File: config.mk
export PLATFORM = sky130hd
export DESIGN_NAME = audio_buffer_statistics_unit_flat
export DESIGN_NICKNAME = d
export VERILOG_FILES = /design/src/rtl/abs_pkg.sv /design/src/rtl/abs_ifs.sv /design/src/rtl/audio_buffer_statistics_unit.sv /design/src/flat_wrapper.sv
export SDC_FILE = /design/constraint.sdc
export NUM_CORES = 2
export LEC_CHECK = 0
export BUFFER_PORTS_ARGS = -buffer_cell sky130_fd_sc_hd__buf_2
export CORE_MARGIN = 2
export CORE_UTILIZATION = 45
export CTS_BUF_LIST = sky130_fd_sc_hd__clkbuf_8
export DETAILED_ROUTE_END_ITERATION = 6
export PLACE_DENSITY = 0.61
export SYNTH_ARGS = -nofsm -noshare
export SYNTH_HDL_FRONTEND = slang
export SYNTH_SLANG_ARGS = --single-unit
export TNS_END_PERCENT = 10
File: constraint.sdc
create_clock -name clk -period 13.85 [get_ports clk]
set_input_delay 0 -clock clk [delete_from_list [all_inputs] [get_ports clk]]
set_output_delay 0 -clock clk [all_outputs]
set_load 0.01 [all_outputs]
File: src/rtl/abs_pkg.sv
`default_nettype none

package abs_pkg;

  localparam int DEF_MAX_CHANNELS = 8;
  localparam int DEF_COUNT_BITS   = 24;

  localparam int SAMPLE_W   = 16;
  localparam int OUT_CNT_W  = 24;
  localparam int CFG_IDX_W  = 4;
  localparam int CFG_DATA_W = 16;
  localparam int CHCNT_W    = 4;
  localparam int THRESH_W   = 16;

  // Register indexes on the configuration channel.
  localparam logic [CFG_IDX_W-1:0] CFG_CHANNEL_COUNT  = 4'd0;
  localparam logic [CFG_IDX_W-1:0] CFG_JUMP_THRESHOLD = 4'd1;

  localparam logic [CHCNT_W-1:0]  CHCNT_RESET  = 4'd2;
  localparam logic [THRESH_W-1:0] THRESH_RESET = 16'd16384;

  localparam logic signed [SAMPLE_W-1:0] MIN_RESET = 16'sh7FFF;
  localparam logic signed [SAMPLE_W-1:0] MAX_RESET = 16'sh8000;

  localparam logic [SAMPLE_W:0] NEAR_ZERO_LIMIT = 17'd3;
  localparam logic [SAMPLE_W:0] CLIP_LIMIT      = 17'd32767;

  localparam logic [OUT_CNT_W-1:0] OUT_CNT_MAX = 24'hFFFFFF;

  // Mean squares fit in 32 bits, so the root takes 16 two-bit steps.
  localparam int SQRT_STEPS = 16;

endpackage

`default_nettype wire

File: src/rtl/abs_ifs.sv
`default_nettype none

interface abs_in_if import abs_pkg::*; ();
  logic                       valid;
  logic                       ready;
  logic signed [SAMPLE_W-1:0] sample;
  logic                       last_sample;

  modport source (output valid, output sample, output last_sample, input ready);
  modport sink   (input valid, input sample, input last_sample, output ready);
endinterface

interface abs_out_if import abs_pkg::*; ();
  logic                        valid;
  logic                        ready;
  logic [OUT_CNT_W-1:0]        sample_total;
  logic signed [SAMPLE_W-1:0]  min_sample;
  logic signed [SAMPLE_W-1:0]  max_sample;
  logic [SAMPLE_W-1:0]         peak_level;
  logic signed [SAMPLE_W-1:0]  mean_level;
  logic [SAMPLE_W-1:0]         rms_level;
  logic [OUT_CNT_W-1:0]        near_zero_total;
  logic [OUT_CNT_W-1:0]        clip_total;
  logic [OUT_CNT_W-1:0]        jump_total;
  logic [SAMPLE_W-1:0]         largest_jump;

  modport source (
    output valid, output sample_total, output min_sample, output max_sample,
    output peak_level, output mean_level, output rms_level, output near_zero_total,
    output clip_total, output jump_total, output largest_jump, input ready
  );
  modport sink (
    input valid, input sample_total, input min_sample, input max_sample,
    input peak_level, input mean_level, input rms_level, input near_zero_total,
    input clip_total, input jump_total, input largest_jump, output ready
  );
endinterface

interface abs_cfg_if import abs_pkg::*; ();
  logic                  valid;
  logic                  ready;
  logic [CFG_IDX_W-1:0]  index;
  logic [CFG_DATA_W-1:0] data;

  modport source (output valid, output index, output data, input ready);
  modport sink   (input valid, input index, input data, output ready);
endinterface

`default_nettype wire

File: src/rtl/audio_buffer_statistics_unit.sv
// Audio buffer statistics unit.
// in_chan carries one signed sample per item, channels interleaved; the item
// flagged last_sample closes the buffer. out_chan carries one report per
// buffer: count, min, max, peak, mean, RMS and the near-zero, clip and jump
// counters. cfg_chan writes channel_count (index 0) and jump_threshold
// (index 1); it is always ready and should be used only while the unit idles.
// Each sample item is accepted in S_IDLE, then S_MUL forms the 16x16 square
// and updates the per-channel previous-sample memory, then S_SQ does the
// sum-of-squares add. in_chan.ready is low in S_MUL and S_SQ after an accept.
// After a last item, S_DIVM, S_DIVS and S_SQRT run and S_OUT loads the report;
// in_chan.ready stays low until the report is loaded: one shared
// compare-subtract unit runs the mean division, the mean-square division
// and the square root one bit per cycle.
// The report sits in an output register; while the receiver stalls, further
// samples of the next buffer are still taken, and only the next report waits
// until the register is free. Statistics clear once the report is loaded.
// Synchronous reset (rst_n low) restores channel_count 2, jump_threshold 16384
// and empty statistics; previous-sample memory needs no clearing because
// per-channel seen flags gate it.
`default_nettype none

module audio_buffer_statistics_unit import abs_pkg::*; #(
  parameter int MAX_CHANNELS = DEF_MAX_CHANNELS,
  parameter int COUNT_BITS   = DEF_COUNT_BITS
) (
  input  wire logic  clk,
  input  wire logic  rst_n,
  abs_cfg_if.sink    cfg_chan,
  abs_in_if.sink     in_chan,
  abs_out_if.source  out_chan
);

  localparam int CH_W   = (MAX_CHANNELS > 1) ? $clog2(MAX_CHANNELS) : 1;
  localparam int SUM_W  = COUNT_BITS + 16;
  localparam int SQ_W   = COUNT_BITS + 30;
  localparam int UW     = (COUNT_BITS + 2 > 20) ? COUNT_BITS + 2 : 20;
  localparam int CNT_W  = $clog2(SQ_W);

  localparam logic [COUNT_BITS-1:0] COUNT_MAX = '1;
  localparam logic [COUNT_BITS-1:0] CNT_ONE   = COUNT_BITS'(1);

  localparam logic [2:0] S_IDLE = 3'd0;
  localparam logic [2:0] S_MUL  = 3'd1;
  localparam logic [2:0] S_SQ   = 3'd2;
  localparam logic [2:0] S_DIVM = 3'd3;
  localparam logic [2:0] S_DIVS = 3'd4;
  localparam logic [2:0] S_SQRT = 3'd5;
  localparam logic [2:0] S_OUT  = 3'd6;

  logic [2:0] state_r, state_nxt;

  logic [CHCNT_W-1:0]  chcnt_r;
  logic [THRESH_W-1:0] thresh_r;

  logic signed [SAMPLE_W-1:0] sample_r;
  logic                       last_r;
  logic signed [SAMPLE_W-1:0] prev_rd_r;
  logic signed [SAMPLE_W-1:0] prev_mem [MAX_CHANNELS];
  logic [MAX_CHANNELS-1:0]    seen_r;
  logic [CH_W-1:0]            chan_pos_r;

  logic [COUNT_BITS-1:0]      count_acc_r;
  logic signed [SUM_W-1:0]    sum_acc_r;
  logic [SQ_W-1:0]            square_acc_r;
  logic [30:0]                prod_r;
  logic                       add_sq_r;
  logic signed [SAMPLE_W-1:0] min_acc_r;
  logic signed [SAMPLE_W-1:0] max_acc_r;
  logic [COUNT_BITS-1:0]      near_zero_acc_r;
  logic [COUNT_BITS-1:0]      clip_acc_r;
  logic [COUNT_BITS-1:0]      jump_acc_r;
  logic [THRESH_W-1:0]        largest_jump_r;

  logic [SQ_W-1:0]     dvd_r;
  logic [UW-1:0]       rem_r;
  logic [15:0]         root_r;
  logic [CNT_W-1:0]    step_r;
  logic signed [15:0]  mean_r;

  logic                       out_valid_r;
  logic [OUT_CNT_W-1:0]       out_total_r, out_near_r, out_clip_r, out_jump_r;
  logic signed [SAMPLE_W-1:0] out_min_r, out_max_r, out_mean_r;
  logic [SAMPLE_W-1:0]        out_peak_r, out_rms_r, out_ljump_r;

  logic in_acc;
  assign in_acc = in_chan.valid && (state_r == S_IDLE);

  assign in_chan.ready  = (state_r == S_IDLE);
  assign cfg_chan.ready = 1'b1;

  // Per-sample arithmetic.
  logic signed [31:0]    prod_full;
  logic [SAMPLE_W:0]     mag;
  logic signed [SAMPLE_W:0] diff_s;
  logic [SAMPLE_W:0]     delta17;
  logic [THRESH_W-1:0]   delta;
  logic [7:0]            chans;
  logic [7:0]            pos_inc;

  always_comb begin
    prod_full = sample_r * sample_r;
    mag       = sample_r[SAMPLE_W-1] ? (SAMPLE_W+1)'(-{sample_r[SAMPLE_W-1], sample_r})
                                     : {1'b0, sample_r};
    diff_s    = {sample_r[SAMPLE_W-1], sample_r} - {prev_rd_r[SAMPLE_W-1], prev_rd_r};
    delta17   = diff_s[SAMPLE_W] ? (SAMPLE_W+1)'(-diff_s) : diff_s;
    delta     = delta17[THRESH_W-1:0];
    // Zero channels counts as one; too many saturates at the channel limit.
    if (chcnt_r == '0) begin
      chans = 8'd1;
    end else if ({4'd0, chcnt_r} > 8'(MAX_CHANNELS)) begin
      chans = 8'(MAX_CHANNELS);
    end else begin
      chans = {4'd0, chcnt_r};
    end
    pos_inc = 8'(chan_pos_r) + 8'd1;
  end

  // Shared compare-subtract unit for both divisions and the square root.
  logic [UW-1:0] a_in, b_in, sub_out;
  logic          ge;

  always_comb begin
    unique case (state_r)
      S_DIVM, S_DIVS: begin
        a_in = {rem_r[UW-2:0], dvd_r[SQ_W-1]};
        b_in = {{(UW-COUNT_BITS){1'b0}}, count_acc_r};
      end
      S_SQRT: begin
        a_in = {rem_r[UW-3:0], dvd_r[SQ_W-1 -: 2]};
        b_in = {{(UW-18){1'b0}}, root_r, 2'b01};
      end
      default: begin
        a_in = '0;
        b_in = '0;
      end
    endcase
    ge      = (a_in >= b_in);
    sub_out = a_in - b_in;
  end

  logic [SQ_W-1:0]  quot;
  logic [SUM_W-1:0] sum_mag;
  logic [16:0]      amin, amax;

  always_comb begin
    quot    = {dvd_r[SQ_W-2:0], ge};
    sum_mag = sum_acc_r[SUM_W-1] ? SUM_W'(-sum_acc_r) : sum_acc_r;
    amin    = min_acc_r[SAMPLE_W-1] ? 17'(-{min_acc_r[SAMPLE_W-1], min_acc_r})
                                    : {1'b0, min_acc_r};
    amax    = max_acc_r[SAMPLE_W-1] ? 17'(-{max_acc_r[SAMPLE_W-1], max_acc_r})
                                    : {1'b0, max_acc_r};
  end

  function automatic logic [OUT_CNT_W-1:0] clamp_cnt(input logic [COUNT_BITS-1:0] v);
    logic [32:0] ext;
    begin
      ext = 33'(v);
      clamp_cnt = (ext > 33'(OUT_CNT_MAX)) ? OUT_CNT_MAX : ext[OUT_CNT_W-1:0];
    end
  endfunction

  function automatic logic [COUNT_BITS-1:0] sat_inc(input logic [COUNT_BITS-1:0] v);
    sat_inc = (v == COUNT_MAX) ? v : v + CNT_ONE;
  endfunction

  logic out_free;
  assign out_free = !out_valid_r || out_chan.ready;

  always_comb begin
    state_nxt = state_r;
    unique case (state_r)
      S_IDLE: if (in_acc) state_nxt = S_MUL;
      S_MUL:  state_nxt = S_SQ;
      S_SQ:   state_nxt = last_r ? S_DIVM : S_IDLE;
      S_DIVM: if (step_r == CNT_W'(SQ_W - 1)) state_nxt = S_DIVS;
      S_DIVS: if (step_r == CNT_W'(SQ_W - 1)) state_nxt = S_SQRT;
      S_SQRT: if (step_r == CNT_W'(SQRT_STEPS - 1)) state_nxt = S_OUT;
      S_OUT:  if (out_free) state_nxt = S_IDLE;
      default: state_nxt = S_IDLE;
    endcase
  end

  // Previous sample per channel; read on accept, written the cycle after.
  always_ff @(posedge clk) begin
    if (in_acc) begin
      prev_rd_r <= prev_mem[chan_pos_r];
    end
    if (state_r == S_MUL) begin
      prev_mem[chan_pos_r] <= sample_r;
    end
  end

  always_ff @(posedge clk) begin
    if (in_acc) begin
      sample_r <= in_chan.sample;
      last_r   <= in_chan.last_sample;
    end
    if (state_r == S_MUL) begin
      prod_r <= prod_full[30:0];
    end
  end

  always_ff @(posedge clk) begin
    if (!rst_n) begin
      chcnt_r  <= CHCNT_RESET;
      thresh_r <= THRESH_RESET;
    end else if (cfg_chan.valid) begin
      unique case (cfg_chan.index)
        CFG_CHANNEL_COUNT:  chcnt_r  <= cfg_chan.data[CHCNT_W-1:0];
        CFG_JUMP_THRESHOLD: thresh_r <= cfg_chan.data[THRESH_W-1:0];
        default: ;
      endcase
    end
  end

  always_ff @(posedge clk) begin
    if (!rst_n) begin
      state_r         <= S_IDLE;
      seen_r          <= '0;
      chan_pos_r      <= '0;
      count_acc_r     <= '0;
      sum_acc_r       <= '0;
      square_acc_r    <= '0;
      add_sq_r        <= 1'b0;
      min_acc_r       <= MIN_RESET;
      max_acc_r       <= MAX_RESET;
      near_zero_acc_r <= '0;
      clip_acc_r      <= '0;
      jump_acc_r      <= '0;
      largest_jump_r  <= '0;
      step_r          <= '0;
      out_valid_r     <= 1'b0;
    end else begin
      state_r <= state_nxt;
      // In S_OUT a taken report is replaced by the next one below.
      if (out_valid_r && out_chan.ready && (state_r != S_OUT)) begin
        out_valid_r <= 1'b0;
      end
      unique case (state_r)
        S_MUL: begin
          // Sum and square stop once the count has saturated.
          add_sq_r <= (count_acc_r != COUNT_MAX);
          if (count_acc_r != COUNT_MAX) begin
            sum_acc_r <= sum_acc_r + {{(SUM_W-SAMPLE_W){sample_r[SAMPLE_W-1]}}, sample_r};
          end
          count_acc_r <= sat_inc(count_acc_r);
          if (sample_r < min_acc_r) min_acc_r <= sample_r;
          if (sample_r > max_acc_r) max_acc_r <= sample_r;
          if (mag <= NEAR_ZERO_LIMIT) near_zero_acc_r <= sat_inc(near_zero_acc_r);
          if (mag >= CLIP_LIMIT) clip_acc_r <= sat_inc(clip_acc_r);
          if (seen_r[chan_pos_r] && (delta > thresh_r)) begin
            jump_acc_r <= sat_inc(jump_acc_r);
            if (delta > largest_jump_r) largest_jump_r <= delta;
          end
          seen_r[chan_pos_r] <= 1'b1;
          chan_pos_r <= (pos_inc >= chans) ? '0 : chan_pos_r + CH_W'(1);
        end
        S_SQ: begin
          if (add_sq_r) begin
            square_acc_r <= square_acc_r + {{(SQ_W-31){1'b0}}, prod_r};
          end
          dvd_r  <= {{(SQ_W-SUM_W){1'b0}}, sum_mag};
          rem_r  <= '0;
          step_r <= '0;
        end
        S_DIVM, S_DIVS: begin
          if (step_r == CNT_W'(SQ_W - 1)) begin
            rem_r  <= '0;
            step_r <= '0;
            if (state_r == S_DIVM) begin
              mean_r <= sum_acc_r[SUM_W-1] ? 16'(-quot[15:0]) : quot[15:0];
              dvd_r  <= square_acc_r;
            end else begin
              dvd_r  <= {quot[31:0], {(SQ_W-32){1'b0}}};
              root_r <= '0;
            end
          end else begin
            rem_r  <= ge ? sub_out : a_in;
            dvd_r  <= quot;
            step_r <= step_r + CNT_W'(1);
          end
        end
        S_SQRT: begin
          rem_r  <= ge ? sub_out : a_in;
          dvd_r  <= {dvd_r[SQ_W-3:0], 2'b00};
          root_r <= {root_r[14:0], ge};
          step_r <= step_r + CNT_W'(1);
        end
        S_OUT: begin
          if (out_free) begin
            out_valid_r     <= 1'b1;
            out_total_r     <= clamp_cnt(count_acc_r);
            out_min_r       <= min_acc_r;
            out_max_r       <= max_acc_r;
            out_peak_r      <= (amin > amax) ? amin[15:0] : amax[15:0];
            out_mean_r      <= mean_r;
            out_rms_r       <= root_r;
            out_near_r      <= clamp_cnt(near_zero_acc_r);
            out_clip_r      <= clamp_cnt(clip_acc_r);
            out_jump_r      <= clamp_cnt(jump_acc_r);
            out_ljump_r     <= largest_jump_r;
            seen_r          <= '0;
            chan_pos_r      <= '0;
            count_acc_r     <= '0;
            sum_acc_r       <= '0;
            square_acc_r    <= '0;
            min_acc_r       <= MIN_RESET;
            max_acc_r       <= MAX_RESET;
            near_zero_acc_r <= '0;
            clip_acc_r      <= '0;
            jump_acc_r      <= '0;
            largest_jump_r  <= '0;
          end
        end
        default: ;
      endcase
    end
  end

  assign out_chan.valid           = out_valid_r;
  assign out_chan.sample_total    = out_total_r;
  assign out_chan.min_sample      = out_min_r;
  assign out_chan.max_sample      = out_max_r;
  assign out_chan.peak_level      = out_peak_r;
  assign out_chan.mean_level      = out_mean_r;
  assign out_chan.rms_level       = out_rms_r;
  assign out_chan.near_zero_total = out_near_r;
  assign out_chan.clip_total      = out_clip_r;
  assign out_chan.jump_total      = out_jump_r;
  assign out_chan.largest_jump    = out_ljump_r;

endmodule

`default_nettype wire

File: src/flat_wrapper.sv
// flat-port wrapper written by rule: the top's interface ports become plain ports
module audio_buffer_statistics_unit_flat import abs_pkg::*;
#(
  parameter int MAX_CHANNELS = DEF_MAX_CHANNELS,
  parameter int COUNT_BITS   = DEF_COUNT_BITS
)
  (clk, rst_n, cfg_chan_valid, cfg_chan_index, cfg_chan_data, cfg_chan_ready, in_chan_valid, in_chan_sample, in_chan_last_sample, in_chan_ready, out_chan_valid, out_chan_sample_total, out_chan_min_sample, out_chan_max_sample, out_chan_peak_level, out_chan_mean_level, out_chan_rms_level, out_chan_near_zero_total, out_chan_clip_total, out_chan_jump_total, out_chan_largest_jump, out_chan_ready);
  abs_cfg_if cfg_chan_i ();
  abs_in_if in_chan_i ();
  abs_out_if out_chan_i ();
  input  wire logic clk;
  input  wire logic rst_n;
  input wire logic [$bits(cfg_chan_i.valid)-1:0] cfg_chan_valid;
  input wire logic [$bits(cfg_chan_i.index)-1:0] cfg_chan_index;
  input wire logic [$bits(cfg_chan_i.data)-1:0] cfg_chan_data;
  output wire logic [$bits(cfg_chan_i.ready)-1:0] cfg_chan_ready;
  input wire logic [$bits(in_chan_i.valid)-1:0] in_chan_valid;
  input wire logic [$bits(in_chan_i.sample)-1:0] in_chan_sample;
  input wire logic [$bits(in_chan_i.last_sample)-1:0] in_chan_last_sample;
  output wire logic [$bits(in_chan_i.ready)-1:0] in_chan_ready;
  output wire logic [$bits(out_chan_i.valid)-1:0] out_chan_valid;
  output wire logic [$bits(out_chan_i.sample_total)-1:0] out_chan_sample_total;
  output wire logic [$bits(out_chan_i.min_sample)-1:0] out_chan_min_sample;
  output wire logic [$bits(out_chan_i.max_sample)-1:0] out_chan_max_sample;
  output wire logic [$bits(out_chan_i.peak_level)-1:0] out_chan_peak_level;
  output wire logic [$bits(out_chan_i.mean_level)-1:0] out_chan_mean_level;
  output wire logic [$bits(out_chan_i.rms_level)-1:0] out_chan_rms_level;
  output wire logic [$bits(out_chan_i.near_zero_total)-1:0] out_chan_near_zero_total;
  output wire logic [$bits(out_chan_i.clip_total)-1:0] out_chan_clip_total;
  output wire logic [$bits(out_chan_i.jump_total)-1:0] out_chan_jump_total;
  output wire logic [$bits(out_chan_i.largest_jump)-1:0] out_chan_largest_jump;
  input wire logic [$bits(out_chan_i.ready)-1:0] out_chan_ready;
  assign cfg_chan_i.valid = cfg_chan_valid;
  assign cfg_chan_i.index = cfg_chan_index;
  assign cfg_chan_i.data = cfg_chan_data;
  assign cfg_chan_ready = cfg_chan_i.ready;
  assign in_chan_i.valid = in_chan_valid;
  assign in_chan_i.sample = in_chan_sample;
  assign in_chan_i.last_sample = in_chan_last_sample;
  assign in_chan_ready = in_chan_i.ready;
  assign out_chan_valid = out_chan_i.valid;
  assign out_chan_sample_total = out_chan_i.sample_total;
  assign out_chan_min_sample = out_chan_i.min_sample;
  assign out_chan_max_sample = out_chan_i.max_sample;
  assign out_chan_peak_level = out_chan_i.peak_level;
  assign out_chan_mean_level = out_chan_i.mean_level;
  assign out_chan_rms_level = out_chan_i.rms_level;
  assign out_chan_near_zero_total = out_chan_i.near_zero_total;
  assign out_chan_clip_total = out_chan_i.clip_total;
  assign out_chan_jump_total = out_chan_i.jump_total;
  assign out_chan_largest_jump = out_chan_i.largest_jump;
  assign out_chan_i.ready = out_chan_ready;
  audio_buffer_statistics_unit #(.MAX_CHANNELS(MAX_CHANNELS), .COUNT_BITS(COUNT_BITS)) u_core (.clk(clk), .rst_n(rst_n), .cfg_chan(cfg_chan_i), .in_chan(in_chan_i), .out_chan(out_chan_i));
endmodule
==> reports/results.txt <==
status - finished clean
capture point of the worst reg-to-reg path - u_core.prod_r[30]$_DFFE_PP_
Tmin final - 8100 ps
CP Class - flip-flop to flip-flop
mux contribution to synthesized area - 1.74%
design area - 54300 um^2
max_cap viols - 0
Worst setup SP type - flip-flop
number of top-level pins - 237
crit-path max cell delay - 1060 ps
largest net degree at the start of global routing - 90
worst hold path type - input port to flip-flop
sequential share of the synthesized area - 42.6%
Worst setup startpoint - u_core.sample_r[1]$_DFFE_PP_
Worst-Skew Late Latency - 830 ps
vias in the first global route - 36100
detailed-route DRC error count - 0
Fin. Hold Viols - 0
Post-DP HPWL - 87600 um
H-tree levels - 4
Final ANT Viol Nets - 0
clock buffer depth - 3
row cnt - 119
FF-to-FF setup slack - 5750 ps
CTS resizes - 0
largest family of logic cells by synthesized area - adder cells
CP bufs+invs - 6
Synth Area in Compound Gates - 14.4%
commonest non-fill, non-tap cell in the layout - inv_1
DIE HEIGHT - 331 um
dpl cell area - 50800 um^2
simple-gate share of the synthesized area - 12.6%
first-pass GRT wire length - 199000 um
Synth top area share - 30.9%
flop and latch count out of synthesis - 774
min-delay src - out_chan_ready
Mapped Avg Cell Area - 10.3 um^2
most numerous cell on the critical path - fa_1
Avg WL per Cell - 19.3 um
Post-Syn Instances - 4683
Slowest-stage cell, CP - a2111oi_1
Yosys cell types - 83
# fillers - 9640
RSZ-0062 raised after global routing - no
Post-synth EDFFs - 494
reg2reg path depth - 23
Crit Path Max Fanout - 34
GRT Overall Usage - 23.2%
cell taking the most area after synthesis - edfxtp_1
port bufs - 235
Hold EP - u_core.out_chan.valid$_SDFF_PN0_
starting density of the core - 45.5%
share of cells above drive strength 1 - 10.8%
Worst setup EP type - flip-flop
DIE AREA - 109000 um^2
core area - 106000 um^2
Num Clock Sinks - 774
Cell Chain, Critical Path - buf_4, clkinv_1, nor2_1, fa_1, inv_1, fa_1, fa_1, fa_1, inv_1, fa_1, inv_1, fa_1, inv_1, ha_1, a21o_1, a21oi_1, a21oi_1, a2111oi_1, nor4_1, or4_1, a31o_2, a21oi_1, xnor2_1
worst slew pin tran - 1240 ps
Via density - 5.57
Worst-path clk slew - 60 ps
Final period util - 58.5%
Synth Area in XOR/XNOR - 5.78%
Die X - 331 um
Synthesis Warnings - 0
TritonCTS buffer count - 135
Crit path max-delay family - adder cells
Cells on Worst Hold Path - 4
max frequency - 0.123 GHz
Hold Buf Count CTS - 76
final net count - 5573
CTS tree - built
Placer Congestion - 0.876
TritonRoute pass-1 iters - 6
synthesized cell area - 48000 um^2
Critical Path RT - 14420 ps
setup violators final - 0
Post-CTS Repair Setup Buffers - 0
R2R Path Start - u_core.sample_r[1]$_DFFE_PP_
clock skew - 37.5 ps
Slew Limit Fails - 0
commonest non-fill, non-tap cells in the layout - inv_1, edfxtp_1, nor2_1
post-synthesis adder-cell area fraction - 17.4%
Post-synth ARST share - 0%
initial antenna violation count - 2
normalized max-slew margin - 17.2%
Arrival @ worst endpoint - 8670 ps
Fin Setup TNS - 0 ps
Synth-to-Final Area Change - 13.1%
top cells by area, synth - edfxtp_1, dfxtp_1, fa_1, ha_1, inv_1
via count - 36300
total wire length - 125000 um
dominant synthesized flop cell - edfxtp_1
Initial DRC Count - 2759
grt ovf - 0
Root Driver - clkbuf_8
[routing by layer]
metal | share of wire, % | routed length, um | vias to the layer above | global-route usage, %
li1 | - | - | 17300 | -
met5 | 0.010 | 13 | - | 0
met4 | 1.9 | 2390 | 2 | 6.03
met3 | 6.4 | 7980 | 160 | 4.25
met2 | 46 | 58300 | 1094 | 38.0
met1 | 45 | 56800 | 17700 | 31.5
[cells in the mapped netlist (all sizes together) (43+ instances only)]
| master | count |
|---|---|
| nor3 | 56 |
| nand2 | 317 |
| and3 | 53 |
| or3 | 51 |
| nor2b | 43 |
| nand4 | 67 |
| dfxtp | 280 |
| xor2 | 123 |
| a22oi | 114 |
| inv | 499 |
| edfxtp | 494 |
| o21ai | 227 |
| a22o | 60 |
| a21oi | 255 |
| and2 | 48 |
| ha | 295 |
| clkbuf | 174 |
| fa | 233 |
| nor2 | 362 |
| nand3 | 92 |
| a21o | 80 |
| mux2i | 78 |
| xnor2 | 194 |
[kinds of logic (layout without fill, tap and decap cells)]
family                   after synthesis  in the layout
AO/OA/AOI/OAI                       1044           1044
XOR/XNOR                             317            317
adder cells (fa/ha/maj)              528            528
buffers and inverters                696           1130
flip-flops                           774            774
multiplexers                          83             83
other                                  2              5
AND/OR/NAND/NOR                     1239           1239
[worst min-delay path, delay by kind of cell]
family / cells / cell delay [ps]
compound gates: 1 / 100
buf+inv: 2 / 630
simple gates: 1 / 240
[stage by stage]
stage	hold slack, ps	instances	worst slack (ps)	util, %
2_1_floorplan	98.9	4684	4030	-
3_3_place_gp	178	6181	5750	48.1
3_5_place_dp	181	6181	5720	48.1
4_1_cts	120	6509	5750	51.4
5_1_grt	215	6510	5240	51.4
6_report	225	6511	5750	51.4
[flip-flops by register name, summed over array words and instances (netlist names), 25 cells and up]
register	count
u_core.rem_r	25
u_core.dvd_r	54
u_core.prev_mem	128
u_core.prod_r	30
u_core.sum_acc_r	40
u_core.square_acc_r	54
[worst max-delay path by stage]
stage | to | slack, ps | depth (start not counted)
2_1_floorplan | u_core.out_chan.clip_total[0]$_DFFE_PP_ | 4030 | 5
3_3_place_gp | u_core.prod_r[30]$_DFFE_PP_ | 5750 | 23
3_5_place_dp | u_core.prod_r[30]$_DFFE_PP_ | 5720 | 23
4_1_cts | u_core.prod_r[30]$_DFFE_PP_ | 5750 | 23
5_1_grt | u_core.prod_r[30]$_DFFE_PP_ | 5240 | 23
6_report | u_core.prod_r[30]$_DFFE_PP_ | 5750 | 23
[cell type report]
type                    count  area (um^2)  area share (%)
inverters                 506         1900            3.50
repair buffers            372         2390            4.41
well taps                1391         1740            3.21
clock inverters            97          636            1.17
clock buffers             155         2130            3.93
flip-flops and latches    774        20400            37.6
diodes                      2         5.00         0.00922
multi-input cells        3214        25000            46.1
Power is left out: the tool's default activity adds up to more than one toggle a clock period on the data nets, which glitch-free logic cannot reach.
